===== config.mk =====
export PLATFORM = sky130hd
export DESIGN_NAME = civil_time_to_epoch_seconds
export DESIGN_NICKNAME = d
export VERILOG_FILES = /design/src/hdl/cte_pkg.sv /design/src/hdl/civil_time_to_epoch_seconds.sv /design/src/hdl/cte_year_unit.sv /design/src/hdl/cte_day_unit.sv /design/src/hdl/cte_secs_unit.sv
export SDC_FILE = /design/constraint.sdc
export NUM_CORES = 1
export LEC_CHECK = 0
export BUFFER_PORTS_ARGS = -buffer_cell sky130_fd_sc_hd__buf_2
export CORE_UTILIZATION = 55
export CTS_CLUSTER_DIAMETER = 50
export DETAILED_ROUTE_END_ITERATION = 10
export PLACE_DENSITY_LB_ADDON = 0.3
export SYNTH_ARGS = -nofsm -noshare
export SYNTH_HDL_FRONTEND = slang
export SYNTH_SLANG_ARGS = --single-unit

===== constraint.sdc =====
create_clock -name clk -period 12.1 [get_ports clk]
set_input_delay 2.42 -clock clk [delete_from_list [all_inputs] [get_ports clk]]
set_output_delay 2.42 -clock clk [all_outputs]
set_load 0.01 [all_outputs]

===== src/hdl/cte_pkg.sv =====
`timescale 1ns / 1ps
package cte_pkg;

  localparam int YEAR_W   = 14;
  localparam int MONTH_W  = 4;
  localparam int DAY_W    = 5;
  localparam int HMS_W    = 7;
  localparam int SECS_W   = 39;

  localparam int IN_TDATA_W  = 48;
  localparam int OUT_TDATA_W = 40;

  // reciprocal division: floor(y/d) = (y * ceil(2^24/d)) >> 24, exact for 14-bit y
  localparam int RECIP_SHIFT = 24;
  localparam int P100_W      = 32;
  localparam int P400_W      = 30;
  localparam logic [17:0] DIV100_MUL = 18'd167773;
  localparam logic [15:0] DIV400_MUL = 16'd41944;
  localparam int Q100_W = P100_W - RECIP_SHIFT;
  localparam int Q400_W = P400_W - RECIP_SHIFT;

  localparam logic [YEAR_W-1:0] EPOCH_YEAR = 14'd1970;
  localparam int LEAPS_W = 13;
  localparam int YDAYS_W = 23;
  localparam logic [YDAYS_W-1:0] LEAPS_1969 = 23'd477;

  localparam int MDAYS_W = 9;
  localparam int DAYS_W  = 25;
  localparam int TOD_W   = 19;
  localparam int PROD_W  = 43;

  localparam logic signed [PROD_W-1:0] DAY_SECS = 43'sd86400;
  localparam logic signed [PROD_W-1:0] SECS_MAX = 43'sd274877906943;

  typedef struct packed {
    logic               fields_valid;
    logic [YEAR_W-1:0]  year;
    logic [MONTH_W-1:0] month;
    logic [DAY_W-1:0]   day;
    logic [HMS_W-1:0]   hour;
    logic [HMS_W-1:0]   minute;
    logic [HMS_W-1:0]   second;
  } civil_t;

  typedef struct packed {
    civil_t             civ;
    logic [Q100_W-1:0]  q100;
    logic [Q400_W-1:0]  q400;
  } yq_t;

  typedef struct packed {
    civil_t             civ;
    logic               leap;
    logic [YDAYS_W-1:0] ydays;
  } yd_t;

  typedef struct packed {
    logic                     fields_valid;
    logic signed [DAYS_W-1:0] days;
    logic [TOD_W-1:0]         tod;
  } dd_t;

  // days in the months before month m; anything past December counts the whole year
  function automatic logic [MDAYS_W-1:0] month_days_before(input logic [MONTH_W-1:0] m);
    logic [MDAYS_W-1:0] d;
    case (m)
      4'd0, 4'd1: d = 9'd0;
      4'd2:       d = 9'd31;
      4'd3:       d = 9'd59;
      4'd4:       d = 9'd90;
      4'd5:       d = 9'd120;
      4'd6:       d = 9'd151;
      4'd7:       d = 9'd181;
      4'd8:       d = 9'd212;
      4'd9:       d = 9'd243;
      4'd10:      d = 9'd273;
      4'd11:      d = 9'd304;
      4'd12:      d = 9'd334;
      default:    d = 9'd365;
    endcase
    return d;
  endfunction

endpackage


===== src/hdl/civil_time_to_epoch_seconds.sv =====
`timescale 1ns / 1ps
// An accepted input beat moves through every stage to the result beat on the master side.
// One beat per cycle while m_tready is high; the five register stages each hold one item.
// Each stage loads when it is empty or the next stage moves, so a stall holds every item.
// Reset (rst, synchronous, active high) clears the stage valid bits only.
module civil_time_to_epoch_seconds (
  input  logic                            clk,
  input  logic                            rst,
  input  logic                            s_tvalid,
  output logic                            s_tready,
  // [13:0] year, [17:14] month, [22:18] day, [29:23] hour, [36:30] minute,
  // [43:37] second, [47:44] zero
  input  logic [cte_pkg::IN_TDATA_W-1:0]  s_tdata,
  // [0] fields_valid
  input  logic                            s_tuser,
  output logic                            m_tvalid,
  input  logic                            m_tready,
  // [38:0] epoch_seconds (two's complement), [39] zero
  output logic [cte_pkg::OUT_TDATA_W-1:0] m_tdata
);
  import cte_pkg::*;

  // Stage map:
  //   1  year / 100 and year / 400 by reciprocal multiply
  //   2  leap flag, days of the whole years since 1970
  //   3  month and day added, time of day in seconds
  //   4  days times 86400
  //   5  time of day added, clamp to the field range, -1 for unparsed fields
  localparam int NSTG = 5;

  logic [NSTG-1:0]   vld;
  logic [NSTG-1:0]   en;
  civil_t            civ;
  yd_t               yd;
  dd_t               dd;
  logic [SECS_W-1:0] epoch_seconds;

  assign civ.fields_valid = s_tuser;
  assign civ.year         = s_tdata[13:0];
  assign civ.month        = s_tdata[17:14];
  assign civ.day          = s_tdata[22:18];
  assign civ.hour         = s_tdata[29:23];
  assign civ.minute       = s_tdata[36:30];
  assign civ.second       = s_tdata[43:37];

  // ready ripples back: a stage takes a new beat if empty or if its beat moves on
  always_comb begin
    en[NSTG-1] = !vld[NSTG-1] || m_tready;
    for (int i = NSTG-2; i >= 0; i--) begin
      en[i] = !vld[i] || en[i+1];
    end
  end

  assign s_tready = en[0];
  assign m_tvalid = vld[NSTG-1];
  assign m_tdata  = {1'b0, epoch_seconds};

  always_ff @(posedge clk) begin
    if (rst) begin
      vld <= '0;
    end else begin
      if (en[0]) begin
        vld[0] <= s_tvalid;
      end
      for (int i = 1; i < NSTG; i++) begin
        if (en[i]) begin
          vld[i] <= vld[i-1];
        end
      end
    end
  end

  cte_year_unit u_year (
    .clk    (clk),
    .en     (en[1:0]),
    .in_civ (civ),
    .out_yd (yd)
  );

  cte_day_unit u_day (
    .clk    (clk),
    .en     (en[2]),
    .in_yd  (yd),
    .out_dd (dd)
  );

  cte_secs_unit u_secs (
    .clk           (clk),
    .en            (en[4:3]),
    .in_dd         (dd),
    .epoch_seconds (epoch_seconds)
  );

endmodule


===== src/hdl/cte_year_unit.sv =====
`timescale 1ns / 1ps
module cte_year_unit (
  input  logic            clk,
  input  logic [1:0]      en,
  input  cte_pkg::civil_t in_civ,
  output cte_pkg::yd_t    out_yd
);
  import cte_pkg::*;

  yq_t                s1;
  logic [P100_W-1:0]  p100;
  logic [P400_W-1:0]  p400;
  logic [YEAR_W-1:0]  y100;
  logic [YEAR_W-1:0]  y400;
  logic [YEAR_W-1:0]  ym1;
  logic               c100;
  logic               c400;
  logic               leap_next;
  logic [LEAPS_W-1:0] leaps_prev;
  logic [YDAYS_W-1:0] ydays_next;

  // stage 1: quotients by 100 and 400
  assign p100 = P100_W'(in_civ.year) * P100_W'(DIV100_MUL);
  assign p400 = P400_W'(in_civ.year) * P400_W'(DIV400_MUL);

  always_ff @(posedge clk) begin
    if (en[0]) begin
      s1.civ  <= in_civ;
      s1.q100 <= p100[P100_W-1:RECIP_SHIFT];
      s1.q400 <= p400[P400_W-1:RECIP_SHIFT];
    end
  end

  // stage 2: leap flag and whole-year days
  always_comb begin
    y100      = YEAR_W'(s1.q100) * 14'd100;
    y400      = YEAR_W'(s1.q400) * 14'd400;
    c100      = (y100 == s1.civ.year);
    c400      = (y400 == s1.civ.year);
    leap_next = (s1.civ.year[1:0] == 2'b00) && (!c100 || c400);
    // leaps in 1..year-1, from the quotients of year itself
    ym1        = s1.civ.year - 14'd1;
    leaps_prev = LEAPS_W'(ym1[YEAR_W-1:2]) - LEAPS_W'(s1.q100) + LEAPS_W'(c100)
               + LEAPS_W'(s1.q400) - LEAPS_W'(c400);
    if (s1.civ.year > EPOCH_YEAR) begin
      ydays_next = YDAYS_W'(s1.civ.year - EPOCH_YEAR) * 23'd365
                 + YDAYS_W'(leaps_prev) - LEAPS_1969;
    end else begin
      ydays_next = '0;
    end
  end

  always_ff @(posedge clk) begin
    if (en[1]) begin
      out_yd.civ   <= s1.civ;
      out_yd.leap  <= leap_next;
      out_yd.ydays <= ydays_next;
    end
  end

endmodule


===== src/hdl/cte_day_unit.sv =====
`timescale 1ns / 1ps
module cte_day_unit (
  input  logic         clk,
  input  logic         en,
  input  cte_pkg::yd_t in_yd,
  output cte_pkg::dd_t out_dd
);
  import cte_pkg::*;

  logic [MDAYS_W-1:0]      mdays;
  logic signed [DAYS_W-1:0] days_next;
  logic [TOD_W-1:0]        tod_next;

  always_comb begin
    mdays = month_days_before(in_yd.civ.month)
          + MDAYS_W'(in_yd.leap && (in_yd.civ.month >= 4'd3));
    days_next = $signed(DAYS_W'(in_yd.ydays)) + $signed(DAYS_W'(mdays))
              + $signed(DAYS_W'(in_yd.civ.day)) - 25'sd1;
    tod_next = TOD_W'(in_yd.civ.hour) * 19'd3600 + TOD_W'(in_yd.civ.minute) * 19'd60
             + TOD_W'(in_yd.civ.second);
  end

  always_ff @(posedge clk) begin
    if (en) begin
      out_dd.fields_valid <= in_yd.civ.fields_valid;
      out_dd.days         <= days_next;
      out_dd.tod          <= tod_next;
    end
  end

endmodule


===== src/hdl/cte_secs_unit.sv =====
`timescale 1ns / 1ps
module cte_secs_unit (
  input  logic              clk,
  input  logic [1:0]        en,
  input  cte_pkg::dd_t      in_dd,
  output logic [cte_pkg::SECS_W-1:0] epoch_seconds
);
  import cte_pkg::*;

  logic                     fv4;
  logic signed [PROD_W-1:0] prod;
  logic [TOD_W-1:0]         tod4;
  logic signed [PROD_W-1:0] sum;
  logic [SECS_W-1:0]        secs_next;

  // stage 4: days to seconds
  always_ff @(posedge clk) begin
    if (en[0]) begin
      fv4  <= in_dd.fields_valid;
      prod <= PROD_W'(in_dd.days) * DAY_SECS;
      tod4 <= in_dd.tod;
    end
  end

  // stage 5: time of day, clamp, invalid marker
  always_comb begin
    sum = prod + $signed(PROD_W'(tod4));
    if (!fv4) begin
      secs_next = '1;
    end else if (sum > SECS_MAX) begin
      secs_next = SECS_MAX[SECS_W-1:0];
    end else begin
      secs_next = sum[SECS_W-1:0];
    end
  end

  always_ff @(posedge clk) begin
    if (en[1]) begin
      epoch_seconds <= secs_next;
    end
  end

endmodule

==> metrics, run 1 <==
crit path to=u_year.out_yd[21]$_SDFFCE_PP0N_; critical path startpoint category=register; Worst-Margin Slew=between 1 and 1.5 ns; largest net degree at the start of global routing=57; crit path kind=register to register; CP top delay family=adder cells; slew margin rel.=around 26%; first-pass GRT wire length=approximately 100000 µm; pre-CTS setup slack=2.01 ns; Sink Count=268; unrepaired setup endpoints after global routing=no; R2R depth=37; maxcap violations=0; Die X=240 µm; I/O Buffers=89; postcts setup bufs=0; DRT antenna net count=0; Worst setup EP type=register; detail-routed net length per standard cell=between 15 and 20 µm; fin crit share=between 80 and 90%; most frequent cells in the layout=630 x inv_1, 582 x ha_1, 323 x fa_1, 254 x edfxtp_1, 162 x xnor2_1; Core Region=about 0.056 mm²; gr ovfl total=0; Post-Synthesis Net Count=a little under 4000; Tmin final=approximately 10 ns; number of flops mapped to enable cells by yosys=254; final setup skew=between 0.02 and 0.03 ns; Avg Cell Area, Syn=about 11 µm²; sequential area share after synthesis=approximately a quarter; TritonCTS clock tree=done; Via density=about 5.2; Critical-path top delay cell=fa_1; Total GRT Usage=21.4%; Post-CTS Hold Fix Bufs=0; number of synthesized register bits=approximately 270; Yosys warning count=0; share of cells above drive strength 1=6.36%; Mapped Cells=2912; busiest grt layer=met2; clock root cell=clkbuf_16; initial core utilization=a little under three fifths; Arr. time, crit path=about 10 ns; setup TNS=0 ns; Buf/Inv on CP=3; worst hold margin=0.407 ns; WP depth=37; status=complete, no violations; Die H=roughly 240 µm; H-tree depth=2; CP Max Fanout=5; clk_lat worst skew=~0.55 ns; Final Hold Viols=0; fin. max-slew vios=0; met3 Usage GRT=under 10%; critical path's most frequent cell=fa_1; M2 GR Usage=about two fifths; IO Pins=between 90 and 100; row count=86; Fmax=slightly below 0.1 GHz; leading cell type in the layout, fill and taps excluded=inv_1; HP Class=register to register; fin nets=just under 4000; cells resized by post-CTS repair=0; vias post-DR=19900; Synth Cell Area=~0.031 mm²; post-DP HPWL=roughly 49000 µm; CP peak stage delay=~0.54 ns; setup slack after layout=approximately 2.0 ns; Finish-stage setup viols=0; area grow syn2layout=8.40%; worst reg2reg endpoint=u_year.out_yd[21]$_SDFFCE_PP0N_; final WL=roughly 58000 µm; final core occ=60.8%; synth unique cells=74; vias in the first global route=21200; clock buffer depth=3; crit path launch=u_year.s1[8]$_DFFE_PP_; fraction of registers with async set/reset=0%; DR pass1 iterations=7; initial antenna violation count=2; DRC=0; CTS clk-pin slew, worst paths=around 0.060 ns; reg2reg setup slack=2.03 ns; final RePlAce weighted congestion=around 0.9; die area=between 0.05 and 0.06 mm²; CP required=~12 ns; met1 Track Usage GR=a little over a quarter; CTS buffer count=38; dominant synthesized flop cell=edfxtp_1; 1st-iter DRT viols=758; worst r2r src=u_year.s1[8]$_DFFE_PP_
## state kept, by name (all words and copies together), names as in the netlist, named ones only
register,count
u_secs.fv4,1
vld,5
u_year.s1,59
u_year.out_yd,55
u_day.out_dd,45
u_secs.tod4,19
u_secs.epoch_seconds,39
u_secs.prod,36
## metrics by stage
stage	instance area (µm²)	std cells
floorplan	31100	2912
global placement	32400	3729
detailed placement	32400	3729
CTS	33700	3799
global route	33700	3800
finish	33700	3801
## layout make-up
cell class | count | area, µm²
Multi-Input combinational cell | 1986 | 20700
Sequential cell | 268 | 7910
Inverter | 632 | 2370
Fill cell | 4446 | 21800
Clock inverter | 26 | 295
Tap cell | 748 | 936
Clock buffer | 44 | 1000
Timing Repair Buffer | 95 | 490
Antenna cell | 2 | 5.00
## cell usage after synthesis (7+ instances only)
master	n	area (µm²)
or3_1	10	62.6
dfxtp_1	14	280
a211oi_1	11	82.6
xor2_1	79	692
xnor2_1	162	1420
ha_1	582	7280
nor2_1	127	477
and3_1	23	144
nand4_1	15	93.8
nor3_1	29	145
o2111ai_1	9	78.8
nand2b_1	29	181
o211ai_1	11	82.6
o21a_1	27	203
nand2_1	116	435
nand3_1	32	160
fa_1	323	6470
a21oi_1	108	541
and2_1	9	56.3
a31oi_1	7	43.8
o21bai_1	17	128
o21ai_0	66	330
clkbuf_1	20	75.1
a21o_1	63	473
a21boi_0	7	52.6
inv_1	631	2370
mux2i_1	9	90.1
nor2b_1	20	125
nor4_1	8	50.1
edfxtp_1	254	7630
## worst min-delay path by stage
stage / from / to / cells past startpoint
after global placement: u_year.s1[34]$_DFFE_PP_ / u_year.out_yd[44]$_DFFE_PN_ / 0
after floorplan: u_year.out_yd[24]$_DFFE_PN_ / u_day.out_dd[0]$_DFFE_PP_ / 0
after global routing: u_day.out_dd[6]$_DFFE_PP_ / u_secs.tod4[6]$_DFFE_PP_ / 0
final: u_day.out_dd[6]$_DFFE_PP_ / u_secs.tod4[6]$_DFFE_PP_ / 0
after CTS: u_year.s1[22]$_DFFE_PP_ / u_year.out_yd[32]$_DFFE_PN_ / 0
after detailed placement: u_day.out_dd[13]$_DFFE_PP_ / u_secs.tod4[13]$_DFFE_PP_ / 0
## cells by family (layout without fill, tap and decap cells)
logic type / after synthesis / in the layout / synth area share (%)
adder cells (fa/ha/maj): 905 / 905 / 44.2
AND/OR/NAND/NOR: 443 / 443 / 6.87
buffers and inverters: 658 / 797 / 8.04
XOR/XNOR: 241 / 241 / 6.78
multiplexers: 9 / 9 / 0.289
other: 1 / 3 / 0.0120
AO/OA/AOI/OAI: 387 / 387 / 8.45
flip-flops: 268 / 268 / 25.4
## routing by layer
layer / vias to the layer above / part of all wire, %
met5: - / 0
met4: 0 / 2.2
met3: 91 / 2.9
li1: 9913 / -
met1: 9617 / 44
met2: 305 / 51
Power of run 1 is left out: the tool's default activity adds up to more than one toggle a clock period on the data nets, which glitch-free logic cannot reach.
==> inputs of run 2 (changes only) <==
==> constraint.sdc (replaced) <==
create_clock -name clk -period 9.4 [get_ports clk]
set_input_delay 1.88 -clock clk [delete_from_list [all_inputs] [get_ports clk]]
set_output_delay 1.88 -clock clk [all_outputs]
set_load 0.01 [all_outputs]
==> run 2 against run 1 <==
The flow now finishes with violations (negative setup slack). Final area increased by 2.4%. Critical path depth is the same. Utilization increased by 1.5 points. Clock-buffer cell count fell by 1. Register-to-register slack got worse by 2.1 ns. Global-route usage increased by 0.18 points. Sequential share of layout area shrank 0.56 points.
==> metrics, run 2 (synthesis results as in run 1) <==
status=finished, violations left (was complete, no violations); failing checks=negative setup slack; Die X=240 µm (unchanged); clk_lat worst skew=0.55 ns (about the same); fill count=4401 (was 4446); Multi-input gate area=0.0211 mm² (was 0.0207 mm²); setup slack after layout=-0.102 ns (was 2.03 ns); CTS clk-pin slew, worst paths=0.06 ns (about the same); H-tree depth=2 (unchanged); share of cells above drive strength 1=9.80% (was 6.36%); Fmax=0.105 GHz (was 0.0993 GHz); gr ovfl total=0 (unchanged); most frequent cells in the layout=627 x inv_1, 571 x ha_1, 320 x fa_1, 254 x edfxtp_1, 161 x xnor2_1 (was 630 x inv_1, 582 x ha_1, 323 x fa_1, 254 x edfxtp_1, 162 x xnor2_1); Sink Count=268 (unchanged); row count=86 (unchanged); slew margin rel.=15.1% (was 25.6%); Critical-path top delay cell=fa_1 (unchanged); Tmin final=9.50 ns (was 10.07 ns); HP Class=register to register (unchanged); CP top delay family=adder cells (unchanged); register area=0.00791 mm² (unchanged); Reg with most FFs=u_year.s1 (unchanged); DRC=0 (unchanged); vias in the first global route=21500 (was 21200); IO Pins=95 (unchanged); hold_sp=u_day.out_dd[10]$_DFFE_PP_ (was u_day.out_dd[6]$_DFFE_PP_); worst reg2reg endpoint=u_year.out_yd[21]$_SDFFCE_PP0N_ (unchanged); maxcap violations=0 (unchanged); CTS buffer count=39 (was 38); met2 routed WL=31100 µm (was 29700 µm); Largest regs=u_year.s1 x59, u_year.out_yd x55, u_day.out_dd x45 (unchanged); clock root cell=clkbuf_16 (unchanged); reg2reg setup slack=-0.10 ns (was 2.03 ns); fin. max-slew vios=0 (unchanged); hold endpoint=u_secs.tod4[10]$_DFFE_PP_ (was u_secs.tod4[6]$_DFFE_PP_); DR top layer=met4 (unchanged); leading cell type in the layout, fill and taps excluded=inv_1 (unchanged); DRT met1 WL=25600 µm (was 25300 µm); final WL=59500 µm (was 58100 µm); CP Max Fanout=3 (was 5); Die H=240 µm (unchanged); final RePlAce weighted congestion=0.918 (was 0.892); unrepaired setup endpoints after global routing=yes (was no); initial antenna violation count=4 (was 2); Arr. time, crit path=9.79 ns (was 10.37 ns); fin crit share=101% (was 83.2%); vias post-DR=20200 (was 19900); CP required=9.69 ns (was 12.40 ns); Via density=5.23 (was 5.24); post-DP HPWL=49600 µm (was 49000 µm); I/O Buffers=89 (unchanged); fin nets=4041 (was 3979); 1st-iter DRT viols=760 (was 758); DR pass1 iterations=5 (was 7); Worst-Margin Slew=1.27 ns (was 1.09 ns); Buf/Inv on CP=3 (unchanged); Finish-stage setup viols=7 (was 0); area grow syn2layout=11.0% (was 8.40%); DRT antenna net count=0 (unchanged); pre-CTS setup slack=-0.493 ns (was 2.01 ns); worst hold stages=0 (unchanged); Final Hold Viols=0 (unchanged); initial core utilization=56.1% (unchanged); Worst setup EP type=register (unchanged); Largest register FFs=59 (unchanged); Core Region=0.0555 mm² (unchanged); die area=0.0576 mm² (unchanged); crit path kind=register to register (unchanged); critical path startpoint category=register (unchanged); final setup skew=0.0227 ns (was 0.0270 ns); routed wl met3=1670 µm (was 1710 µm); Total GRT Usage=21.6% (was 21.4%); TritonCTS clock tree=done (unchanged); detail-routed net length per standard cell=15.4 µm (was 15.3 µm); first-pass GRT wire length=100000 µm (was 99400 µm); clock buffer depth=3 (unchanged); CP peak stage delay=0.55 ns (was 0.54 ns); R2R depth=37 (unchanged); largest net degree at the start of global routing=62 (was 57); worst r2r src=u_year.s1[8]$_DFFE_PP_ (unchanged)
run 2: worst max path at each step:
stage                           startpoint                              end  cells after the start
finish              u_year.s1[8]$_DFFE_PP_  u_year.out_yd[21]$_SDFFCE_PP0N_                     37
global route        u_year.s1[8]$_DFFE_PP_  u_year.out_yd[21]$_SDFFCE_PP0N_                     40
CTS                 u_year.s1[8]$_DFFE_PP_  u_year.out_yd[22]$_SDFFCE_PP0N_                     40
detailed placement  u_year.s1[8]$_DFFE_PP_  u_year.out_yd[22]$_SDFFCE_PP0N_                     39
global placement    u_year.s1[8]$_DFFE_PP_  u_year.out_yd[22]$_SDFFCE_PP0N_                     39
floorplan           u_year.s1[8]$_DFFE_PP_  u_year.out_yd[21]$_SDFFCE_PP0N_                     37
run 2: area by class of cell:
cell class / count / share of cell area (%)
multi-input cells: 1986 / 61.0
clock inverters: 27 / 0.916
inverters: 632 / 6.86
flip-flops and latches: 268 / 22.9
well taps: 748 / 2.71
diodes: 2 / 0.0145
clock buffers: 43 / 2.87
repair buffers: 156 / 2.77
run 2: per-layer routing:
layer	track usage, %	vias to the layer above
li1	-	10000
met1	26.2	9782
met2	40.4	309
met3	2.37	83
met4	5.81	0
met5	0	-
run 2: timing repair:
action / CTS / global route
pin swaps: 34 / 60
setup endpoints to repair: 9 / 13
hold buffers: 0 / 0
buffers inserted: 7 / 8
resized for setup: 19 / 52
endpoints found under the hold margin: 0 / 0
run 2: metrics by stage:
step | util (%) | hold WS (ns) | instance area, µm² | instances | TNS, ns
final | 62.3 | 0.398 | 34600 | 3862 | -0.388
after global routing | 62.3 | 0.408 | 34600 | 3862 | -2.84
after CTS | 61.7 | 0.402 | 34300 | 3853 | -1.41
after detailed placement | 59.1 | 0.405 | 32800 | 3776 | -2.78
after global placement | 59.1 | 0.402 | 32800 | 3776 | -2.28
after floorplan | - | 0.400 | 31100 | 2912 | 0
Power of run 2 is left out for the same reason.
